File: config.mk
export PLATFORM = sky130hd
export DESIGN_NAME = bmmd_decode
export DESIGN_NICKNAME = d
export VERILOG_FILES = /design/src/bmmd_pkg.sv /design/src/bmmd_decode.sv
export SDC_FILE = /design/constraint.sdc
export NUM_CORES = 1
export LEC_CHECK = 0
export BUFFER_PORTS_ARGS = -buffer_cell sky130_fd_sc_hd__buf_2
export CAP_MARGIN = 40
export CELL_PAD_IN_SITES_DETAIL_PLACEMENT = 0
export CELL_PAD_IN_SITES_GLOBAL_PLACEMENT = 1
export CORE_ASPECT_RATIO = 0.7
export CORE_MARGIN = 5
export CORE_UTILIZATION = 18
export DETAILED_ROUTE_END_ITERATION = 16
export PLACE_DENSITY_LB_ADDON = 0.3
export SYNTH_ARGS = -nofsm -noshare
export SYNTH_HDL_FRONTEND = slang
export SYNTH_SLANG_ARGS = --single-unit
File: constraint.sdc
create_clock -name vclk -period 1.5
set_input_delay 0.15 -clock vclk [all_inputs]
set_output_delay 0.15 -clock vclk [all_outputs]
set_load 0.05 [all_outputs]
File: src/bmmd_pkg.sv
`timescale 1ns / 1ps

package bmmd_pkg;

  // result target codes
  typedef enum logic [2:0] {
    TGT_INTERNAL = 3'd0,
    TGT_BOOT     = 3'd1,
    TGT_CART     = 3'd2,
    TGT_IO       = 3'd3,
    TGT_BLOCKED  = 3'd4
  } target_e;

  // where the read data of a result comes from
  typedef enum logic [2:0] {
    SRC_CONST = 3'd0,
    SRC_VRAM  = 3'd1,
    SRC_WRAM  = 3'd2,
    SRC_OAM   = 3'd3,
    SRC_HRAM  = 3'd4
  } src_e;

  // configuration register indexes
  localparam logic CFG_COLOR_MODE  = 1'b0;
  localparam logic CFG_BOOT_IN_USE = 1'b1;

  localparam logic MODE_WRITE = 1'b1;

  // address map
  localparam logic [15:0] ADDR_ROM_END    = 16'h7FFF;
  localparam logic [15:0] ADDR_VRAM_END   = 16'h9FFF;
  localparam logic [15:0] ADDR_EXT_END    = 16'hBFFF;
  localparam logic [15:0] ADDR_WRAM_END   = 16'hFDFF;
  localparam logic [15:0] ADDR_OAM_END    = 16'hFE9F;
  localparam logic [15:0] ADDR_UNUSED_END = 16'hFEFF;
  localparam logic [15:0] ADDR_IO_END     = 16'hFF7F;
  localparam logic [15:0] ADDR_HRAM_BASE  = 16'hFF80;
  localparam logic [15:0] ADDR_HRAM_END   = 16'hFFFE;
  localparam logic [15:0] ADDR_IE         = 16'hFFFF;
  localparam logic [15:0] ADDR_DMA        = 16'hFF46;
  localparam logic [15:0] ADDR_BOOT_OFF   = 16'hFF50;
  localparam logic [15:0] BOOT_LO_END     = 16'h0100;
  localparam logic [15:0] BOOT_EXT_BASE   = 16'h0200;
  localparam logic [15:0] BOOT_EXT_END    = 16'h0900;

  localparam int unsigned OAM_DEPTH  = 160;
  localparam int unsigned HRAM_DEPTH = 127;

  typedef struct packed {
    logic       mode;
    logic [15:0] address;
    logic [7:0]  write_data;
    logic        dma_active;
    logic [1:0]  ppu_mode;
    logic        vram_bank_select;
    logic [2:0]  wram_bank_select;
  } req_t;

  typedef struct packed {
    target_e     target;
    logic [15:0] forward_address;
    src_e        region;      // memory touched by the access
    src_e        src;         // read data source of the result
    logic [7:0]  const_data;
    logic        boot_off_we;
  } dec_t;

endpackage

File: src/bmmd_decode.sv
`timescale 1ns / 1ps

module bmmd_decode #(
  parameter int unsigned WRAM_BANKS = 8,
  parameter int unsigned VRAM_BANKS = 2
) (
  input  bmmd_pkg::req_t                                req_i,
  input  logic                                          color_mode_i,
  input  logic                                          boot_rom_in_use_i,
  input  logic [7:0]                                    boot_rom_off_i,
  output bmmd_pkg::dec_t                                dec_o,
  output logic [13+$clog2(VRAM_BANKS)-1:0]              vram_addr_o,
  output logic [12+$clog2(WRAM_BANKS)-1:0]              wram_addr_o
);

  import bmmd_pkg::*;

  localparam int unsigned VA_W = 13 + $clog2(VRAM_BANKS);
  localparam int unsigned WB_W = $clog2(WRAM_BANKS);
  localparam int unsigned WA_W = 12 + WB_W;

  logic [15:0]     a;
  logic            wr;
  logic            blocked;
  logic            overlay;
  logic [WB_W-1:0] wsel_mod;
  logic [WB_W-1:0] wbank;
  logic            vbank;

  assign a  = req_i.address;
  assign wr = (req_i.mode == MODE_WRITE);

  assign blocked = req_i.dma_active && (a < ADDR_HRAM_BASE || a > ADDR_HRAM_END)
                   && (a != ADDR_DMA);

  assign overlay = boot_rom_in_use_i && (boot_rom_off_i == 8'h00)
                   && ((a < BOOT_LO_END)
                       || (color_mode_i && a >= BOOT_EXT_BASE && a < BOOT_EXT_END));

  // bank select reduced modulo the bank count, small lookup
  always_comb begin
    wsel_mod = '0;
    for (int i = 0; i < 8; i++) begin
      if (req_i.wram_bank_select == 3'(i)) begin
        wsel_mod = WB_W'(i % WRAM_BANKS);
      end
    end
  end

  always_comb begin
    if (color_mode_i && a[12]) begin
      wbank = (wsel_mod == '0) ? WB_W'(1) : wsel_mod;
    end else begin
      wbank = WB_W'(a[12]);
    end
  end

  assign vbank       = color_mode_i && req_i.vram_bank_select;
  // with one bank the cast drops the bank bit
  assign vram_addr_o = VA_W'({vbank, a[12:0]});
  assign wram_addr_o = WA_W'({wbank, a[11:0]});

  always_comb begin
    dec_o                 = '0;
    dec_o.target          = TGT_INTERNAL;
    dec_o.region          = SRC_CONST;
    dec_o.src             = SRC_CONST;
    priority if (blocked) begin
      dec_o.target     = TGT_BLOCKED;
      dec_o.const_data = wr ? 8'h00 : 8'hFF;
    end else if (a <= ADDR_ROM_END) begin
      dec_o.target          = (!wr && overlay) ? TGT_BOOT : TGT_CART;
      dec_o.forward_address = a;
    end else if (a <= ADDR_VRAM_END) begin
      dec_o.region = SRC_VRAM;
    end else if (a <= ADDR_EXT_END) begin
      dec_o.target          = TGT_CART;
      dec_o.forward_address = a;
    end else if (a <= ADDR_WRAM_END) begin
      dec_o.region = SRC_WRAM;
    end else if (a <= ADDR_OAM_END) begin
      dec_o.region = SRC_OAM;
    end else if (a <= ADDR_UNUSED_END) begin
      // ppu modes 2 and 3 read all ones
      dec_o.const_data = (!wr && req_i.ppu_mode[1]) ? 8'hFF : 8'h00;
    end else if (a == ADDR_BOOT_OFF) begin
      if (wr) begin
        dec_o.boot_off_we = (boot_rom_off_i == 8'h00);
      end else begin
        dec_o.const_data = boot_rom_off_i;
      end
    end else if (a <= ADDR_IO_END || a == ADDR_IE) begin
      dec_o.target          = TGT_IO;
      dec_o.forward_address = a;
    end else begin
      dec_o.region = SRC_HRAM;
    end
    dec_o.src = wr ? SRC_CONST : dec_o.region;
  end

endmodule

**After elaboration in Yosys (flattened, before gate mapping)**

Cells that the tools add are included.
W data, S select, Z words.

- Equal/unequal tests: 10
- Order comparisons: 12
- Muxes and demuxes: 41
- Reductions and logical operators: 16

Operator list:

| operator | number |
|---|---|
| $mux W19 | 6 |
| $le A16 B16 Y1 const B | 6 |
| $mux W9 | 6 |
| $mux W3 | 15 |
| $mux W22 | 2 |
| $mux W8 | 5 |
| $eq A16 B16 Y1 const B | 2 |
| $mux W18 | 1 |
| $ge A16 B10 Y1 const B | 1 |
| $gt A16 B16 Y1 const B | 1 |
| $le A16 B15 Y1 const B | 1 |
| $lt A16 B12 Y1 const B | 1 |
| $lt A16 B16 Y1 const B | 1 |
| $lt A16 B9 Y1 const B | 1 |
| $ne A16 B16 Y1 const B | 1 |
| $eq A3 B3 Y1 const B | 4 |
| $logic_and A1 B1 Y1 | 10 |
| $logic_not A8 Y1 | 1 |
| $eq A3 B2 Y1 const B | 2 |
| $mux W1 | 4 |
| $mux W2 | 2 |
| $eq A3 B1 Y1 const B | 1 |
| $logic_not A3 Y1 | 1 |
| $logic_or A1 B1 Y1 | 3 |
| $logic_not A1 Y1 | 1 |

- Flip-flop bits (word level): 0

**Longest topological paths before layout**

- Depth after elaboration: 12
- Gate-level depth with buffers: 6
- Mapped depth without buffers: 5

**Worst setup path after synthesis**

OpenSTA, ideal clock, no wires.

- Kind: input -> output
- Start: input port req_i[22] (netlist name)
- End: output port dec_o[10] (netlist name)
- Arrival time: 2404 ps
- Setup slack: -1054 ps
- Path buffers: 1
- Stages on the path: 5
- Path through: nor4_1 -> nand4_1 -> and3_1 -> buf_6 -> nor4_1

RTL lines:

| what | RTL line | text |
|---|---|---|
| start, declared | bmmd_decode.sv:7 | `input bmmd_pkg::req_t req_i,` |
| end, declared | bmmd_decode.sv:11 | `output bmmd_pkg::dec_t dec_o,` |

==> key figures <==
Routing
  – # DRC: 0
  – Total number of vias: 1277
  – Detail Route Antenna Nets: 0
  – Router iterations before antenna repair: 4
  – Vias per cell: 4.36
  – DRT iter0 DRCs: 40
  – Overall routed net length: 4.23 mm
  – Drt wl/cell: 14.4 um

Critical path
  – Crit path max fanout: 8
  – CP endpoint kind: output pin
  – Setup crit start kind: input port
  – CP endpoint: dec_o[18]
  – Worst Path Required: 1350 ps
  – Worst Path Arrival: 1620 ps
  – WS Path Type: input port to output pin
  – Worst Setup SP: req_i[22]

Logic synthesis
  – Largest family of logic cells by synthesized area: simple AND/OR/NAND/NOR gates
  – Post-Synth Simple-Gate Area: 48.0%
  – Post-Syn Nets: 156
  – Part of the Yosys area used for sequential elements: 0%
  – Area share of the largest cell type after synthesis: 24.8%
  – Yosys Warn Count: 0
  – Count leader, synth: buf_4
  – Compound-cell area share of the yosys netlist: 20.9%
  – Synth top area cells: buf_4 (25%), and2_1 (12%), a21o_1 (7.4%)
  – Avg Cell Area, Syn: 7.16 um^2
  – Mux cell area share after synthesis: 1.23%
  – Largest area contributor in the netlist: buf_4
  – Synth Cell Area: 816 um^2
  – Xor/xnor cell area share of the yosys netlist: 0%
  – Post-synth top cells: buf_4 (27), and2_1 (16), a21o_1 (8), nand4_1 (8), nor2_1 (6)
  – Cell count after synthesis: 114
  – Post-synth cell types: 34
  – Adder-cell area share of the yosys netlist: 0%

Placed design
  – Number of port buffers: 96
  – GP Congestion: 0.779
  – Pre-CTS setup slack: -417 ps
  – Post-detail-place hpwl: 3.15 mm
  – Number of cells after detailed placement: 279

Finish
  – Area Growth Syn to Fin: 183%
  – Diodes inserted: 0
  – Layout Nets: 282
  – Clock buffers: 0
  – Multi-input combinational cell area: 833 um^2
  – Storage cell area: 0 um^2
  – Filler Cell Count: 395
  – Seq_cells: 0
  – Finished Layout Cells: 293
  – Layout cells sized above 1: 86.1%

Timing
  – Worst rel slew slack: 77.6%
  – Fin crit period: 1770 ps
  – Crit share post-route: 118%
  – Final Hold Fails: 0
  – Setup WS post-layout: -274 ps
  – Final setup fails: 31
  – WHS: 608 ps
  – RSZ-0062 raised after global routing: true
  – Slew Viols, Final: 0
  – FMAX: 564 MHz
  – Worst-Margin Slew: 331 ps

Pwr
  – Clock power frac: 0%
  – Worst vdd ir: 0.222 mV
  – Sequential Power Share: 0%
  – Pwr per Cell Area: 362 nW/um^2
  – Int Pwr: 0.353 mW
  – P_sw: 0.481 mW
  – Switch share: 57.7%
  – Part of the power in combinational logic: 100.0%
  – Lkg Pwr: 1.14 nW

Floorplan
  – Initial Util: 18.7%
  – Die Area: 6000 um^2
  – I/O pin total: 105
  – Core footprint: 4350 um^2
  – # rows: 20
  – Die height: 66.3 um
  – Die Wd: 90.5 um

Global route
  – Pin count of the biggest net entering global routing: 9
  – Initial antenna violation count: 0
  – GRT overflow: 0
  – Gr usage total: 12.9%
  – First-pass GRT wire length: 6.55 mm
  – Vias in the first global route: 1328

Worst hold path
  – Worst hold stages: 2
  – HP Class: input port to output pin

Job
  – Total of max-cap violations: 0

Run status
  – Failing checks: setup timing
  – Status: finished, violations left

CTS
  – Post-CTS Hold Buffers: 0
==> power by group through the flow <==
stage	clock network (mW)	logic, mW	registers [mW]
2_1_floorplan	0	0.462	0
3_3_place_gp	0	0.659	0
3_5_place_dp	0	0.657	0
4_1_cts	0	0.817	0
5_1_grt	0	0.870	0
6_report	0	0.835	0
==> worst min path at each step <==
stage	end	slack [ps]	start
floorplan	dec_o[10]	370	req_i[31]
global placement	vram_addr_o[4]	640	req_i[19]
detailed placement	wram_addr_o[4]	640	req_i[19]
CTS	vram_addr_o[4]	610	req_i[19]
global route	wram_addr_o[4]	620	req_i[19]
finish	vram_addr_o[4]	610	req_i[19]
==> routing by layer <==
metal,global-route usage (%),part of all wire [%]
met1,15.9,42
met2,24.6,51
met3,2.28,6.4
met4,0.558,0.50
met5,0,0
==> per-stage QoR <==
step / util, % / power (mW) / TNS (ps) / instance area (um^2)
detailed placement: 38.1 / 0.657 / -11140 / 1660
CTS: 50.9 / 0.817 / -6290 / 2220
global placement: 38.1 / 0.659 / -10690 / 1660
global route: 53.0 / 0.870 / -9930 / 2310
finish: 53.0 / 0.834 / -7470 / 2310
floorplan: - / 0.462 / -2300 / 963
==> logic make-up after synthesis <==
group / count (synthesis)
AOI/OAI and AO/OA: 21
muxes: 1
buffers and inverters: 34
and+or+nand+nor: 58
==> area by class of cell <==
type	count	area share, %
repair buffers	153	60.1
multi-input cells	80	36.1
well taps	55	2.98
inverters	5	0.813
==> cells in the final DEF, fill, tap and decap left out, types with 2 or more instances in the layout <==
cell type / n
nand3_1: 2
buf_2: 52
nand4_1: 8
and2_4: 18
nor4_4: 2
and3_1: 2
nand2_1: 2
o21ai_2: 2
nor3_4: 3
buf_6: 26
buf_8: 27
buf_12: 4
o2111ai_2: 2
a21o_4: 8
nor2_1: 5
or4_4: 2
buf_4: 43
inv_1: 5
==> worst max-delay path: stages <==
cell and delay [ps]:
buf_6 100, nor4_4 280, nand4_1 190, and2_4 230, a31oi_4 200, clkbuf_16 190, and2_4 140, buf_8 140
==> timing repair <==
| item | in CTS | in global routing |
|---|---|---|
| buffers inserted | 9 | 4 |
| setup endpoints to repair | 32 | 32 |
| pin swaps | 29 | 10 |
| gates cloned | 1 | 0 |
| gates resized for setup | 133 | 16 |
No activity file was read; power rests on OpenSTA's default activity.
